**src/hw/rtl/gq_pkg.sv**
```systemverilog
package gq_pkg;

  // Field widths
  localparam int unsigned PIX_W   = 8;
  localparam int unsigned LUMA_W  = 18;
  localparam int unsigned DIVD_W  = 19;
  localparam int unsigned QUO_W   = 11;
  localparam int unsigned REM_W   = 8;
  localparam int unsigned HUE_W   = 13;
  localparam int unsigned XDIF_W  = 9;
  localparam int unsigned GIDX_W  = 4;
  localparam int unsigned GLYPH_W = 2;
  localparam int unsigned COL_W   = 4;
  localparam int unsigned MODE_W  = 2;

  // Divider pipeline: quotient bits resolved per stage
  localparam int unsigned DIV_STEPS  = 3;
  localparam int unsigned DIV_STAGES = (QUO_W + DIV_STEPS - 1) / DIV_STEPS;

  // Render modes (zero behaves as hue mode)
  localparam logic [MODE_W-1:0] MODE_BW    = 2'd1;
  localparam logic [MODE_W-1:0] MODE_GREY  = 2'd2;
  localparam logic [MODE_W-1:0] MODE_HUE   = 2'd3;
  localparam logic [MODE_W-1:0] MODE_RESET = MODE_HUE;

  // Palette and glyph codes
  localparam logic [COL_W-1:0]   COL_BLACK  = 4'd0;
  localparam logic [COL_W-1:0]   COL_DGREY  = 4'd8;
  localparam logic [COL_W-1:0]   COL_GREY   = 4'd7;
  localparam logic [COL_W-1:0]   COL_WHITE  = 4'd15;
  localparam logic [GLYPH_W-1:0] GLYPH_SOLID = 2'd3;

  // Hue band edges in sixteenths of a degree
  localparam logic [HUE_W-1:0] HUE_60  = 13'd960;
  localparam logic [HUE_W-1:0] HUE_160 = 13'd2560;
  localparam logic [HUE_W-1:0] HUE_180 = 13'd2880;
  localparam logic [HUE_W-1:0] HUE_240 = 13'd3840;
  localparam logic [HUE_W-1:0] HUE_300 = 13'd4800;

  // One glyph step is 15 degrees
  localparam int unsigned GLYPH_STEP = 240;
  localparam int unsigned GLYPH_CMPS = 8;

  // Luma thresholds: ramp index k is reached when 13*L >= 255000*k
  localparam int unsigned RAMP_TOP = 12;
  localparam logic [LUMA_W-1:0] LUMA_THR [RAMP_TOP] = '{
    18'd19616,  18'd39231,  18'd58847,  18'd78462,
    18'd98077,  18'd117693, 18'd137308, 18'd156924,
    18'd176539, 18'd196154, 18'd215770, 18'd235385
  };

  // Which channel holds the max, and the hue direction in the red sector
  typedef enum logic [1:0] {
    SEC_RED_UP,
    SEC_GREEN,
    SEC_BLUE,
    SEC_RED_DOWN
  } sector_t;

  // Per-pixel control that rides along the arithmetic
  typedef struct packed {
    logic [MODE_W-1:0] mode;
    logic              use_grey;
    logic              dark;
    sector_t           sector;
    logic [GIDX_W-1:0] gidx;
    logic              g_msb;
  } side_t;

  typedef struct packed {
    side_t             side;
    logic [DIVD_W-1:0] dividend;
    logic [PIX_W-1:0]  divisor;
  } div_in_t;

  typedef struct packed {
    side_t            side;
    logic [QUO_W-1:0] quot;
  } div_out_t;

  typedef struct packed {
    logic [COL_W-1:0]   back;
    logic [COL_W-1:0]   fore;
    logic [GLYPH_W-1:0] glyph;
  } result_t;

  function automatic logic [HUE_W-1:0] sector_base(sector_t s);
    logic [HUE_W-1:0] b;
    case (s)
      SEC_RED_UP:   b = '0;
      SEC_GREEN:    b = HUE_60;
      SEC_BLUE:     b = HUE_180;
      SEC_RED_DOWN: b = HUE_300;
      default:      b = '0;
    endcase
    return b;
  endfunction

  function automatic logic [2:0] hue_band(logic [HUE_W-1:0] h);
    logic [2:0] band;
    if (h < HUE_60)       band = 3'd0;
    else if (h < HUE_160) band = 3'd1;
    else if (h < HUE_180) band = 3'd2;
    else if (h < HUE_240) band = 3'd3;
    else if (h < HUE_300) band = 3'd4;
    else                  band = 3'd5;
    return band;
  endfunction

  // floor(q / 240) mod 4; sector bases are multiples of 960
  function automatic logic [GLYPH_W-1:0] quot_glyph(logic [QUO_W-1:0] q);
    logic [3:0] cnt;
    cnt = '0;
    for (int k = 1; k <= GLYPH_CMPS; k++) begin
      if (q >= QUO_W'(GLYPH_STEP * k)) begin
        cnt = cnt + 4'd1;
      end
    end
    return cnt[GLYPH_W-1:0];
  endfunction

  function automatic logic [COL_W-1:0] band_fore(logic [2:0] band, logic dark);
    logic [COL_W-1:0] c;
    case (band)
      3'd0:    c = 4'd6;
      3'd1:    c = 4'd2;
      3'd2:    c = 4'd3;
      3'd3:    c = 4'd1;
      3'd4:    c = 4'd5;
      default: c = 4'd4;
    endcase
    // light colors sit eight above the dark ones
    return dark ? c : (c | 4'd8);
  endfunction

  function automatic logic [COL_W-1:0] band_back(logic [2:0] band, logic dark);
    logic [COL_W-1:0] c;
    case (band)
      3'd0:    c = 4'd4;
      3'd1:    c = 4'd6;
      3'd2:    c = 4'd2;
      3'd3:    c = 4'd3;
      3'd4:    c = 4'd1;
      default: c = 4'd5;
    endcase
    return dark ? c : (c | 4'd8);
  endfunction

endpackage

```
**src/hw/rtl/gq_front.sv**
```systemverilog
module gq_front (
  input  logic                       clk,
  input  logic                       rst_n,
  input  logic                       in_valid,
  output logic                       in_ready,
  input  logic [gq_pkg::PIX_W-1:0]   in_red,
  input  logic [gq_pkg::PIX_W-1:0]   in_green,
  input  logic [gq_pkg::PIX_W-1:0]   in_blue,
  input  logic [gq_pkg::MODE_W-1:0]  mode,
  output logic                       out_valid,
  input  logic                       out_ready,
  output gq_pkg::div_in_t            out_data
);

  // Stage 1 registers
  logic                        s1_valid_r;
  logic [gq_pkg::MODE_W-1:0]   s1_mode_r,  s1_mode_nxt;
  logic [gq_pkg::PIX_W-1:0]    s1_mx_r,    s1_mx_nxt;
  logic [gq_pkg::PIX_W-1:0]    s1_d_r,     s1_d_nxt;
  gq_pkg::sector_t             s1_sec_r,   s1_sec_nxt;
  logic [gq_pkg::XDIF_W-1:0]   s1_x_r,     s1_x_nxt;
  logic [gq_pkg::LUMA_W-1:0]   s1_luma_r,  s1_luma_nxt;
  logic                        s1_gmsb_r,  s1_gmsb_nxt;

  // Stage 2 registers
  logic                        s2_valid_r;
  gq_pkg::div_in_t             s2_data_r,  s2_data_nxt;

  logic                        s1_ready, s2_ready;
  logic [gq_pkg::PIX_W-1:0]    mn;
  logic [gq_pkg::XDIF_W:0]     xsum;
  logic [10:0]                 d5;
  logic [gq_pkg::GIDX_W-1:0]   gcnt;

  // Each stage moves when it is empty or its word moves on
  assign s2_ready = !s2_valid_r || out_ready;
  assign s1_ready = !s1_valid_r || s2_ready;
  assign in_ready = s1_ready;

  // Stage 1: max, min, spread, sector, hue numerator term and luma
  always_comb begin
    s1_mx_nxt = in_red;
    mn        = in_red;
    if (in_green > s1_mx_nxt) s1_mx_nxt = in_green;
    if (in_blue > s1_mx_nxt)  s1_mx_nxt = in_blue;
    if (in_green < mn)        mn = in_green;
    if (in_blue < mn)         mn = in_blue;
    s1_d_nxt = s1_mx_nxt - mn;

    if (s1_mx_nxt == in_red) begin
      s1_sec_nxt = (in_green >= in_blue) ? gq_pkg::SEC_RED_UP : gq_pkg::SEC_RED_DOWN;
    end else if (s1_mx_nxt == in_green) begin
      s1_sec_nxt = gq_pkg::SEC_GREEN;
    end else begin
      s1_sec_nxt = gq_pkg::SEC_BLUE;
    end

    // Numerator over 960, always within 0..2*delta
    case (s1_sec_nxt)
      gq_pkg::SEC_RED_UP:   xsum = {2'b00, in_green} - {2'b00, in_blue};
      gq_pkg::SEC_RED_DOWN: xsum = {2'b00, s1_d_nxt} + {2'b00, in_green} - {2'b00, in_blue};
      gq_pkg::SEC_GREEN:    xsum = {2'b00, s1_d_nxt} + {2'b00, in_blue} - {2'b00, in_red};
      default:              xsum = {2'b00, s1_d_nxt} + {2'b00, in_red} - {2'b00, in_green};
    endcase
    s1_x_nxt = xsum[gq_pkg::XDIF_W-1:0];

    s1_luma_nxt = gq_pkg::LUMA_W'(in_red)   * 18'd299
                + gq_pkg::LUMA_W'(in_green) * 18'd587
                + gq_pkg::LUMA_W'(in_blue)  * 18'd114;
    s1_mode_nxt = mode;
    s1_gmsb_nxt = in_green[gq_pkg::PIX_W-1];
  end

  always_ff @(posedge clk) begin
    if (!rst_n) begin
      s1_valid_r <= 1'b0;
    end else if (s1_ready) begin
      s1_valid_r <= in_valid;
    end
  end

  always_ff @(posedge clk) begin
    if (s1_ready && in_valid) begin
      s1_mode_r <= s1_mode_nxt;
      s1_mx_r   <= s1_mx_nxt;
      s1_d_r    <= s1_d_nxt;
      s1_sec_r  <= s1_sec_nxt;
      s1_x_r    <= s1_x_nxt;
      s1_luma_r <= s1_luma_nxt;
      s1_gmsb_r <= s1_gmsb_nxt;
    end
  end

  // Stage 2: saturation test, dividend 960*x and grey ramp index
  always_comb begin
    d5 = {1'b0, s1_d_r, 2'b00} + {3'b000, s1_d_r};
    gcnt = '0;
    for (int k = 0; k < gq_pkg::RAMP_TOP; k++) begin
      if (s1_luma_r >= gq_pkg::LUMA_THR[k]) begin
        gcnt = gcnt + 4'd1;
      end
    end

    s2_data_nxt.side.mode     = s1_mode_r;
    s2_data_nxt.side.use_grey = (s1_d_r == '0) || (d5 < {3'b000, s1_mx_r});
    s2_data_nxt.side.dark     = !s1_mx_r[gq_pkg::PIX_W-1];
    s2_data_nxt.side.sector   = s1_sec_r;
    s2_data_nxt.side.gidx     = gcnt;
    s2_data_nxt.side.g_msb    = s1_gmsb_r;
    s2_data_nxt.dividend      = {s1_x_r, 10'b0} - {4'b0000, s1_x_r, 6'b0};
    s2_data_nxt.divisor       = s1_d_r;
  end

  always_ff @(posedge clk) begin
    if (!rst_n) begin
      s2_valid_r <= 1'b0;
    end else if (s2_ready) begin
      s2_valid_r <= s1_valid_r;
    end
  end

  always_ff @(posedge clk) begin
    if (s2_ready && s1_valid_r) begin
      s2_data_r <= s2_data_nxt;
    end
  end

  assign out_valid = s2_valid_r;
  assign out_data  = s2_data_r;

endmodule

```
**src/hw/rtl/gq_div.sv**
```systemverilog
module gq_div (
  input  logic             clk,
  input  logic             rst_n,
  input  logic             in_valid,
  output logic             in_ready,
  input  gq_pkg::div_in_t  in_data,
  output logic             out_valid,
  input  logic             out_ready,
  output gq_pkg::div_out_t out_data
);

  localparam int unsigned NS = gq_pkg::DIV_STAGES;
  localparam int unsigned QW = gq_pkg::QUO_W;
  localparam int unsigned RW = gq_pkg::REM_W;

  // Stage registers, one entry per stage
  logic                      st_valid_r [NS];
  gq_pkg::side_t             st_side_r  [NS];
  logic [RW-1:0]             st_rem_r   [NS];
  logic [QW-1:0]             st_lo_r    [NS];
  logic [QW-1:0]             st_quot_r  [NS];
  logic [gq_pkg::PIX_W-1:0]  st_dvs_r   [NS];

  // Stage inputs
  logic                      src_valid  [NS];
  gq_pkg::side_t             src_side   [NS];
  logic [RW-1:0]             src_rem    [NS];
  logic [QW-1:0]             src_lo     [NS];
  logic [QW-1:0]             src_quot   [NS];
  logic [gq_pkg::PIX_W-1:0]  src_dvs    [NS];
  logic                      rdy        [NS];

  for (genvar s = 0; s < NS; s++) begin : g_stage
    logic [RW-1:0] rem_nxt;
    logic [QW-1:0] lo_nxt;
    logic [QW-1:0] quot_nxt;
    logic [RW:0]   trial;

    // Feed from the port or the previous stage
    if (s == 0) begin : g_head
      // dividend < 2048*divisor, so its top bits start below the divisor
      assign src_valid[s] = in_valid;
      assign src_side[s]  = in_data.side;
      assign src_rem[s]   = in_data.dividend[gq_pkg::DIVD_W-1:QW];
      assign src_lo[s]    = in_data.dividend[QW-1:0];
      assign src_quot[s]  = '0;
      assign src_dvs[s]   = in_data.divisor;
    end else begin : g_link
      assign src_valid[s] = st_valid_r[s-1];
      assign src_side[s]  = st_side_r[s-1];
      assign src_rem[s]   = st_rem_r[s-1];
      assign src_lo[s]    = st_lo_r[s-1];
      assign src_quot[s]  = st_quot_r[s-1];
      assign src_dvs[s]   = st_dvs_r[s-1];
    end

    if (s == NS - 1) begin : g_tail
      assign rdy[s] = !st_valid_r[s] || out_ready;
    end else begin : g_mid
      assign rdy[s] = !st_valid_r[s] || rdy[s+1];
    end

    // Restoring division: shift in one dividend bit, subtract when it fits
    always_comb begin
      rem_nxt  = src_rem[s];
      lo_nxt   = src_lo[s];
      quot_nxt = src_quot[s];
      trial    = '0;
      for (int j = 0; j < gq_pkg::DIV_STEPS; j++) begin
        if (s * gq_pkg::DIV_STEPS + j < QW) begin
          trial  = {rem_nxt, lo_nxt[QW-1]};
          lo_nxt = {lo_nxt[QW-2:0], 1'b0};
          if (trial >= {1'b0, src_dvs[s]}) begin
            rem_nxt  = RW'(trial - {1'b0, src_dvs[s]});
            quot_nxt = {quot_nxt[QW-2:0], 1'b1};
          end else begin
            rem_nxt  = trial[RW-1:0];
            quot_nxt = {quot_nxt[QW-2:0], 1'b0};
          end
        end
      end
    end

    always_ff @(posedge clk) begin
      if (!rst_n) begin
        st_valid_r[s] <= 1'b0;
      end else if (rdy[s]) begin
        st_valid_r[s] <= src_valid[s];
      end
    end

    always_ff @(posedge clk) begin
      if (rdy[s] && src_valid[s]) begin
        st_side_r[s] <= src_side[s];
        st_rem_r[s]  <= rem_nxt;
        st_lo_r[s]   <= lo_nxt;
        st_quot_r[s] <= quot_nxt;
        st_dvs_r[s]  <= src_dvs[s];
      end
    end
  end

  assign in_ready      = rdy[0];
  assign out_valid     = st_valid_r[NS-1];
  assign out_data.side = st_side_r[NS-1];
  assign out_data.quot = st_quot_r[NS-1];

endmodule

```
**src/hw/rtl/gq_back.sv**
```systemverilog
module gq_back (
  input  logic              clk,
  input  logic              rst_n,
  input  logic              in_valid,
  output logic              in_ready,
  input  gq_pkg::div_out_t  in_data,
  output logic              out_valid,
  input  logic              out_ready,
  output gq_pkg::result_t   out_data
);

  logic                          res_valid_r;
  gq_pkg::result_t               res_r, res_nxt;
  gq_pkg::result_t               grey_res, hue_res;
  logic [gq_pkg::HUE_W-1:0]      hue;
  logic [2:0]                    band;
  logic [gq_pkg::GIDX_W-1:0]     gidx;

  assign in_ready = !res_valid_r || out_ready;
  assign gidx     = in_data.side.gidx;

  // Grey ramp lookup
  always_comb begin
    grey_res.glyph = gq_pkg::GLYPH_W'(gidx - 4'd1);
    case (gidx) inside
      4'd0: begin
        grey_res.glyph = gq_pkg::GLYPH_SOLID;
        grey_res.fore  = gq_pkg::COL_BLACK;
        grey_res.back  = gq_pkg::COL_BLACK;
      end
      [4'd1:4'd4]: begin
        grey_res.fore = gq_pkg::COL_DGREY;
        grey_res.back = gq_pkg::COL_BLACK;
      end
      [4'd5:4'd8]: begin
        grey_res.fore = gq_pkg::COL_GREY;
        grey_res.back = gq_pkg::COL_DGREY;
      end
      default: begin
        grey_res.fore = gq_pkg::COL_WHITE;
        grey_res.back = gq_pkg::COL_GREY;
      end
    endcase
  end

  // Hue: sector base plus quotient, then band and glyph
  always_comb begin
    hue           = gq_pkg::sector_base(in_data.side.sector)
                  + gq_pkg::HUE_W'(in_data.quot);
    band          = gq_pkg::hue_band(hue);
    hue_res.glyph = gq_pkg::quot_glyph(in_data.quot);
    hue_res.fore  = gq_pkg::band_fore(band, in_data.side.dark);
    hue_res.back  = gq_pkg::band_back(band, in_data.side.dark);
  end

  // Select by render mode
  always_comb begin
    unique case (in_data.side.mode)
      gq_pkg::MODE_BW: begin
        res_nxt.glyph = gq_pkg::GLYPH_SOLID;
        res_nxt.fore  = in_data.side.g_msb ? gq_pkg::COL_WHITE : gq_pkg::COL_BLACK;
        res_nxt.back  = gq_pkg::COL_BLACK;
      end
      gq_pkg::MODE_GREY: res_nxt = grey_res;
      default:           res_nxt = in_data.side.use_grey ? grey_res : hue_res;
    endcase
  end

  always_ff @(posedge clk) begin
    if (!rst_n) begin
      res_valid_r <= 1'b0;
    end else if (in_ready) begin
      res_valid_r <= in_valid;
    end
  end

  always_ff @(posedge clk) begin
    if (in_ready && in_valid) begin
      res_r <= res_nxt;
    end
  end

  assign out_valid = res_valid_r;
  assign out_data  = res_r;

endmodule

```
**src/hw/rtl/rgb_to_console_glyph_quantizer_core.sv**
```systemverilog
// RGB pixel to console glyph and colors.
//
// in_*  : one pixel word per handshake, red/green/blue packed in in_tdata.
// out_* : one result word per pixel, in order: glyph, foreground and
//         background palette index packed in out_tdata.
// cfg_* : writes the render mode (1 black/white, 2 grey ramp, 3 or 0 hue
//         color). Write it only while no pixel is in flight.
//
// Throughput is one pixel per cycle while out_tready is high. A pixel
// passes two front stages (min/max, luma, then the saturation test and
// dividend), four stages of the restoring hue divider at three quotient
// bits each (two in the last), and the output register.
//
// Reset empties every stage and sets the mode to hue color. When the
// receiver holds out_tready low, the output word holds and the stages
// behind it keep filling empty slots; in_tready drops only once every
// stage holds a word.
module rgb_to_console_glyph_quantizer_core (
  input  logic        clk,
  input  logic        rst_n,
  input  logic        in_tvalid,
  output logic        in_tready,
  input  logic [23:0] in_tdata,   // [7:0] red, [15:8] green, [23:16] blue
  output logic        out_tvalid,
  input  logic        out_tready,
  output logic [15:0] out_tdata,  // [1:0] glyph, [5:2] fore_colour, [9:6] back_colour
  input  logic        cfg_valid,
  output logic        cfg_ready,
  input  logic [1:0]  cfg_data
);

  logic [gq_pkg::MODE_W-1:0] mode_r;
  logic                      fr_valid, fr_ready;
  gq_pkg::div_in_t           fr_data;
  logic                      dv_valid, dv_ready;
  gq_pkg::div_out_t          dv_data;
  gq_pkg::result_t           res;

  // Mode register
  assign cfg_ready = 1'b1;

  always_ff @(posedge clk) begin
    if (!rst_n) begin
      mode_r <= gq_pkg::MODE_RESET;
    end else if (cfg_valid && cfg_ready) begin
      mode_r <= cfg_data;
    end
  end

  gq_front u_front (
    .clk       (clk),
    .rst_n     (rst_n),
    .in_valid  (in_tvalid),
    .in_ready  (in_tready),
    .in_red    (in_tdata[7:0]),
    .in_green  (in_tdata[15:8]),
    .in_blue   (in_tdata[23:16]),
    .mode      (mode_r),
    .out_valid (fr_valid),
    .out_ready (fr_ready),
    .out_data  (fr_data)
  );

  gq_div u_div (
    .clk       (clk),
    .rst_n     (rst_n),
    .in_valid  (fr_valid),
    .in_ready  (fr_ready),
    .in_data   (fr_data),
    .out_valid (dv_valid),
    .out_ready (dv_ready),
    .out_data  (dv_data)
  );

  gq_back u_back (
    .clk       (clk),
    .rst_n     (rst_n),
    .in_valid  (dv_valid),
    .in_ready  (dv_ready),
    .in_data   (dv_data),
    .out_valid (out_tvalid),
    .out_ready (out_tready),
    .out_data  (res)
  );

  assign out_tdata = {6'b000000, res.back, res.fore, res.glyph};

  // An empty output register means every stage can advance
  a_ready_when_drained: assert property (@(posedge clk) disable iff (!rst_n)
    !out_tvalid |-> in_tready)
    else $error("input stalled with an empty output register");

  // Black foreground only comes with a solid glyph on black
  a_black_is_solid: assert property (@(posedge clk) disable iff (!rst_n)
    (out_tvalid && out_tdata[5:2] == gq_pkg::COL_BLACK)
      |-> (out_tdata[1:0] == gq_pkg::GLYPH_SOLID && out_tdata[9:6] == gq_pkg::COL_BLACK))
    else $error("black foreground without solid glyph on black");

  // Nothing leaves the pipe right after reset
  a_empty_after_reset: assert property (@(posedge clk) disable iff (!rst_n)
    $rose(rst_n) |-> !out_tvalid)
    else $error("output valid right after reset");

endmodule
```
**config.mk**
```make
export PLATFORM = sky130hd
export DESIGN_NAME = rgb_to_console_glyph_quantizer_core
export DESIGN_NICKNAME = d
export VERILOG_FILES = /design/src/hw/rtl/gq_pkg.sv /design/src/hw/rtl/gq_front.sv /design/src/hw/rtl/gq_div.sv /design/src/hw/rtl/gq_back.sv /design/src/hw/rtl/rgb_to_console_glyph_quantizer_core.sv
export SDC_FILE = /design/constraint.sdc
export NUM_CORES = 1
export LEC_CHECK = 0
export BUFFER_PORTS_ARGS = -buffer_cell sky130_fd_sc_hd__buf_2
export CORE_AREA = 5 5 264 266
export CTS_CLUSTER_DIAMETER = 80
export DETAILED_ROUTE_END_ITERATION = 8
export DIE_AREA = 0 0 269 271
export GPL_ROUTABILITY_DRIVEN = 0
export GPL_TIMING_DRIVEN = 1
export PLACE_DENSITY = 0.51
export RECOVER_POWER = 100
export SYNTH_ARGS = -nofsm -noshare
export SYNTH_HDL_FRONTEND = slang
export SYNTH_SLANG_ARGS = --single-unit
```
**constraint.sdc**
```tcl
create_clock -name clk -period 19.6 [get_ports clk]
set_input_delay 0.98 -clock clk [delete_from_list [all_inputs] [get_ports clk]]
set_output_delay 0.98 -clock clk [all_outputs]
set_load 0.01 [all_outputs]
```
=== After elaboration in Yosys (flattened, before gate mapping) ===
Memory sizes are Yosys's and may differ from the RTL's.
Cells that the tools add are included.

* RAM bits: 192
* Output and inout port bits: 19
* Input bits: 31
* Memories: 6
* Word-level logic and storage cells: 259
* Register bits after elaboration: 101

{| class="wikitable"
|+ Memories
! memory !! words !! width !! rd ports !! clocked after Yosys merged registers in !! write ports !! RTL line !! source
|-
| u_div.st_quot_r || 4 || 11 || 4 || 0 || 4 || gq_div.sv:21 || <nowiki>logic [QW-1:0] st_quot_r [NS];</nowiki>
|-
| u_div.st_side_r || 4 || 11 || 4 || 0 || 4 || gq_div.sv:18 || <nowiki>gq_pkg::side_t st_side_r [NS];</nowiki>
|-
| u_div.st_lo_r || 4 || 9 || 3 || 0 || 4 || gq_div.sv:20 || <nowiki>logic [QW-1:0] st_lo_r [NS];</nowiki>
|-
| u_div.st_dvs_r || 4 || 8 || 3 || 0 || 4 || gq_div.sv:22 || <nowiki>logic [gq_pkg::PIX_W-1:0] st_dvs_r [NS];</nowiki>
|-
| u_div.st_rem_r || 4 || 8 || 3 || 0 || 4 || gq_div.sv:19 || <nowiki>logic [RW-1:0] st_rem_r [NS];</nowiki>
|-
| u_div.st_valid_r || 4 || 1 || 4 || 0 || 4 || gq_div.sv:17 || <nowiki>logic st_valid_r [NS];</nowiki>
|}

* $add $sub $neg: 43
* Reductions and logical operators: 30
* Mux-type cells: 92
* $lt $le $gt $ge: 46
* Equality and inequality tests: 13
* Multiply operators: 3
* Bitwise logic cells: 4

{| class="wikitable"
|+ Operators by type and width
! cell !! count
|-
| 2-to-1 mux 8 bit || 18
|-
| >= comparator 18 bit (second input constant) || 6
|-
| >= comparator 9 x 8 -> 1 bit || 11
|-
| subtractor 8 bit || 12
|-
| 2-to-1 mux 4 bit || 14
|-
| >= comparator 18 x 17 -> 1 bit (second input constant) || 3
|-
| one-hot mux 13 bit (4 select lines) || 1
|-
| >= comparator 11 bit (second input constant) || 4
|-
| adder 4 x 1 -> 4 bit (second input constant) || 10
|-
| < comparator 13 x 12 -> 1 bit (second input constant) || 3
|-
| 2-to-1 mux 1 bit || 39
|-
| >= comparator 18 x 16 -> 1 bit (second input constant) || 2
|-
| one-hot mux 3 bit (5 select lines) || 2
|-
| adder 8 x 8 -> 9 bit || 3
|-
| one-hot mux 9 bit (3 select lines) || 1
|-
| subtractor 9 x 8 -> 9 bit || 3
|-
| >= comparator 11 x 10 -> 1 bit (second input constant) || 2
|-
| 2-to-1 mux 2 bit || 11
|-
| one-hot mux 10 bit (2 select lines) || 1
|-
| subtractor 19 x 15 -> 19 bit || 1
|-
| adder 17 x 18 -> 18 bit || 1
|-
| adder 18 x 15 -> 18 bit || 1
|-
| >= comparator 18 x 15 -> 1 bit (second input constant) || 1
|-
| multiplier 8 x 10 -> 18 bit (second input constant) || 1
|-
| 36 further kinds || 80
|}

=== Longest topological paths before layout ===
* Depth after elaboration: 24
* Gate-level depth with buffers: 42
* Gate-level depth less buffers: 38

=== Hierarchy ===
A second synthesis with hierarchy kept.

* Cell total of the unflattened synthesis: 2185
* Area total of the unflattened synthesis: 22271.4 µm²

{| class="wikitable"
|+ Modules (own cells, without submodules)
! module !! instances !! area an instance (µm²) !! seq. area each (µm²) !! cells an instance
|-
| gq_front || 1 || 12004.0 || 2442.3 || 1249
|-
| gq_div || 1 || 8635.8 || 4194.0 || 737
|-
| gq_back || 1 || 1503.9 || 320.3 || 184
|-
| rgb_to_console_glyph_quantizer_core || 1 || 127.6 || 40.0 || 15
|}

=== Least setup slack after synthesis ===
OpenSTA, ideal clock, no wires.

* Kind: input -> register
* From: in in_tdata[2]
* To: reg u_front.s1_x_r[8] (netlist bit), data pin
* Cell stages on the path: 38
* Path slack: 11213 ps
* Path buffers: 3
* Setup time: 264 ps
* Arrival: 8123 ps
* Data required time: 19336 ps
* Cells stage by stage: clkbuf_1 -> inv_1 -> ha_1 -> o21a_1 -> o31a_1 -> nor3_4 -> nor2_2 -> mux2i_1 -> inv_1 -> ha_1 -> and3_1 -> nand4_1 -> or4_4 -> and3_1 -> buf_6 -> buf_2 -> mux2i_1 -> o21ai_0 -> [... 2 more ...] -> ha_1 -> inv_1 -> maj3_2 -> a21oi_1 -> nor4_2 -> or2_2 -> xnor2_1 -> fa_1 -> inv_1 -> ha_1 -> o21ai_0 -> nand2b_1 -> a21o_1 -> a21oi_1 -> xor2_1 -> mux2_2 -> nor4_1 -> a31oi_1

* Longest elaborated chain between the ends: 9
* Elaborated cells on any way between the ends: 23
* Those cells by class: add/sub (7); order compare (4); eq/ne (4); mux (7); reduce/logical (1)

{| class="wikitable"
|+ RTL lines
! what !! RTL line !! source
|-
| start, declared || rgb_to_console_glyph_quantizer_core.sv:23 || <nowiki>input logic [23:0] in_tdata,</nowiki>
|-
| > comparator 8 bit || gq_front.sv:44 || <nowiki>if (in_green > s1_mx_nxt) s1_mx_nxt = in_green;</nowiki>
|-
| 2-to-1 mux 8 bit * || gq_front.sv:44 ||
|-
| > comparator 8 bit || gq_front.sv:45 || <nowiki>if (in_blue > s1_mx_nxt) s1_mx_nxt = in_blue;</nowiki>
|-
| 2-to-1 mux 8 bit * || gq_front.sv:45 ||
|-
| via u_front.s1_mx_nxt (one bit) || gq_front.sv:18 || <nowiki>logic [gq_pkg::PIX_W-1:0] s1_mx_r, s1_mx_nxt;</nowiki>
|-
| parallel branches: the longest is 4 deep, another holds adder 8 x 8 -> 9 bit || - ||
|-
| one-hot mux 9 bit (3 select lines) * || gq_front.sv:59 || <nowiki>case (s1_sec_nxt)</nowiki>
|-
| via u_front.xsum (one bit) || gq_front.sv:31 || <nowiki>logic [gq_pkg::XDIF_W:0] xsum;</nowiki>
|-
| end signal, assigned || gq_front.sv:88 || <nowiki>s1_x_r <= s1_x_nxt;</nowiki>
|-
| end, declared || gq_front.sv:21 || <nowiki>logic [gq_pkg::XDIF_W-1:0] s1_x_r, s1_x_nxt;</nowiki>
|}

Mark *: on every way through the listed nets, which the timed path passes.
A chain may end at the register's enable or synchronous reset.

=== Final worst setup path ===
* From: in in_tdata[15]
* To: reg u_front.s1_x_r[8] (netlist bit), data pin

Same word-level chain as after synthesis.

==> run summary <==
Outcome: finished, violations left
Failing checks: capacitance limit, slew limit
Total gr overflow: 0
Mean post-synth cell area: 9.880 um^2
CP startpoint kind: input port
Minimum clock period: 11.76 ns
Worst slew pin tran: 4.747 ns
Relative slew slack: -2.193
Ys flop type: edfxtp_1
Largest net degree at the start of global routing: 49
Post-Syn Area: 0.01995 mm^2
Initial Utilization: 0.2986
Worst Skew: 0.01422 ns
First-pass GRT wire length: 78.30 mm
Post-synth EDFFs: 194
Placed cell count: 2,891
Sequential fraction of the synthesis area: 0.2981
Final hold violation count: 0
Post-CTS setup buffer count: 0
Nets@finish: 2,436
Main combinational cell family by area after synthesis: adder cells
Worst-path maximum fanout: 15
Total die area: 0.07290 mm^2
CP Data Required Time: 19.76 ns
Antenna diode count: 0
Drt drc: 0
Root Driver: clkbuf_16
Largest stage delay on the critical path: 1.07 ns
Routed len/inst: 16.46 um
Crit path kind: input port to flip-flop
Highest Clock Rate: 85.02 MHz
Core area: 0.06680 mm^2
Compound-cell area share of the yosys netlist: 0.1408
Adder-Cell Fraction of Synth Area: 0.2715
Most common cell after layout, fill and taps aside: inv_1
Routed WL: 48.10 mm
Yosys reg bits: 200
RSZ-0062 raised after global routing: false
All-layer global routing usage: 0.1317
CTS H-tree lvls: 4
Iter 0 DRT Violations: 1,022
Fin Setup TNS: 0 ns
Worst-skew pair later-pin latency: 0.44 ns
Worst hold-check path type: flip-flop to flip-flop
Synth Area in XOR/XNOR: 0.05162
IO Count: 50
Synth async-reset ratio: 0
I/O Buffers: 42
CTS tree: built
Arrival @ worst endpoint: 11.92 ns
TritonCTS Buffers: 17
Reg clk slew, reported paths: 0.08 ns
YS warnings: 0
Antenna-violating nets left: 0
CTS-repair resized insts: 0
Drt pass-1 iters: 6
# rows: 95
Layout overhead on the synthesized area: 7.847%
Via count: 14,580
Worst path slowest cell: o21ai_0
Synth unique cells: 101
Initial antenna violation count: 2
Clock Tree Buf Depth: 2
Total area of sequential cells: 0.005946 mm^2
Post-synthesis mux area share: 0.04334
Die W: 269 um
Setup Viol. Count Final: 0
Slew Viols, Final: 180
Vias in the first global route: 14,890
Final Non-Filler Cells: 2,923
Crit. End Element: flip-flop
Commonest cells after routing, fill and taps aside: 329 x inv_1, 263 x ha_1, 194 x edfxtp_1
CTS sink cnt: 200
Max-cap violation count: 6
Fillers: 6,941
Detailed Place HPWL: 37.85 mm
Share of cells above drive strength 1: 0.06683
Cells after Synth: 2,019
Simple-gate share of the synthesized area: 0.1194
Fin crit share: 0.6001
CTS Hold Buffers Added: 0
Footprint of the multi-input gates: 0.01243 mm^2
Vias/cell: 4.987
Die Ht: 271 um
[path summary, 6_finish.rpt]
check | from | endpoint | slack [ns] | depth (start not counted)
max | in_tdata[15] | u_front.s1_x_r[8] | 7.84 | 35
min | u_div.st_side_r[1][8] | u_div.st_side_r[2][8] | 0.41 | 0
max reg2reg | u_div.st_dvs_r[0][1] | u_div.st_rem_r[1][6] | 9.52 | 35
min reg2reg | u_div.st_side_r[1][8] | u_div.st_side_r[2][8] | 0.41 | 0
[synth_stat cells, types with 25 or more instances]
library cell  count  area (um^2)
a21o_1           31        232.7
a21oi_1         103        515.5
clkbuf_1         25        93.84
edfxtp_1        194         5826
fa_1            105         2102
ha_1            263         3291
inv_1           329         1235
mux2_2           49        551.8
mux2i_1          29        290.3
nand2_1          96        360.4
nand2b_1         25        156.4
nand3_1          45        225.2
nand4_1          25        156.4
nor2_1           88        330.3
nor2b_1          36        225.2
nor3_1           41        205.2
o21ai_0          86        430.4
xnor2_1          82        718.2
xor2_1           33        289.0
[flip-flops by register name (all words and copies together), names as in the netlist]
signal              count
u_back.out_data        10
u_div.st_dvs_r         16
u_front.s1_valid_r      1
u_front.s1_mode_r       2
u_front.s1_gmsb_r       1
u_front.s1_x_r          9
u_front.s1_sec_r        2
u_div.st_lo_r           2
u_front.out_data       32
u_front.s1_mx_r         8
mode_r                  2
u_front.out_valid       1
u_div.st_valid_r        4
u_div.st_rem_r         16
u_back.out_valid        1
u_div.st_quot_r        23
u_front.s1_d_r          8
u_front.s1_luma_r      18
u_div.st_side_r        44
[critical path: cells and delay by family]
| family | cells | cell delay [ns] |
|---|---|---|
| xor gates and xnor gates | 2 | 0.42 |
| muxes | 3 | 1.33 |
| buffers and inverters | 5 | 1.18 |
| adders and majority gates | 6 | 1.94 |
| AOI/OAI and AO/OA | 11 | 3.67 |
| and+or+nand+nor | 8 | 2.38 |
[layer usage]
metal / global-route usage / part of all wire
met2: 0.2206 / 0.47
met5: 0 / 0.00025
met1: 0.1805 / 0.47
met3: 0.01972 / 0.044
met4: 0.02856 / 0.015
[final cells by class]
cell class	instances	area share
well taps	873	0.05077
repair buffers	46	0.009887
inverters	330	0.05758
clock inverters	14	0.007444
clock buffers	18	0.01995
flip-flops and latches	200	0.2764
multi-input cells	1442	0.5780
[kinds of logic (layout without fill, tap and decap cells)]
group | count (synthesis) | after routing
xor+xnor | 116 | 116
other cells | 2 | 7
compound gates | 415 | 415
buf+inv | 382 | 408
fa+ha+maj | 370 | 370
mux | 79 | 79
simple gates | 455 | 455
flops | 200 | 200
[through the flow]
stage,area [um^2],utilization,worst slack [ns],hold slack [ns]
after floorplan,19970,-,11.21,0.4003
after CTS,21670,0.3244,9.533,0.4081
after detailed placement,21080,0.3156,9.110,0.4045
after global placement,21080,0.3156,9.312,0.4011
final,21510,0.3220,7.838,0.4104
after global routing,21510,0.3220,7.056,0.4150
Power is left out: the tool's default activity adds up to more than one toggle a clock period on the data nets, which glitch-free logic cannot reach.
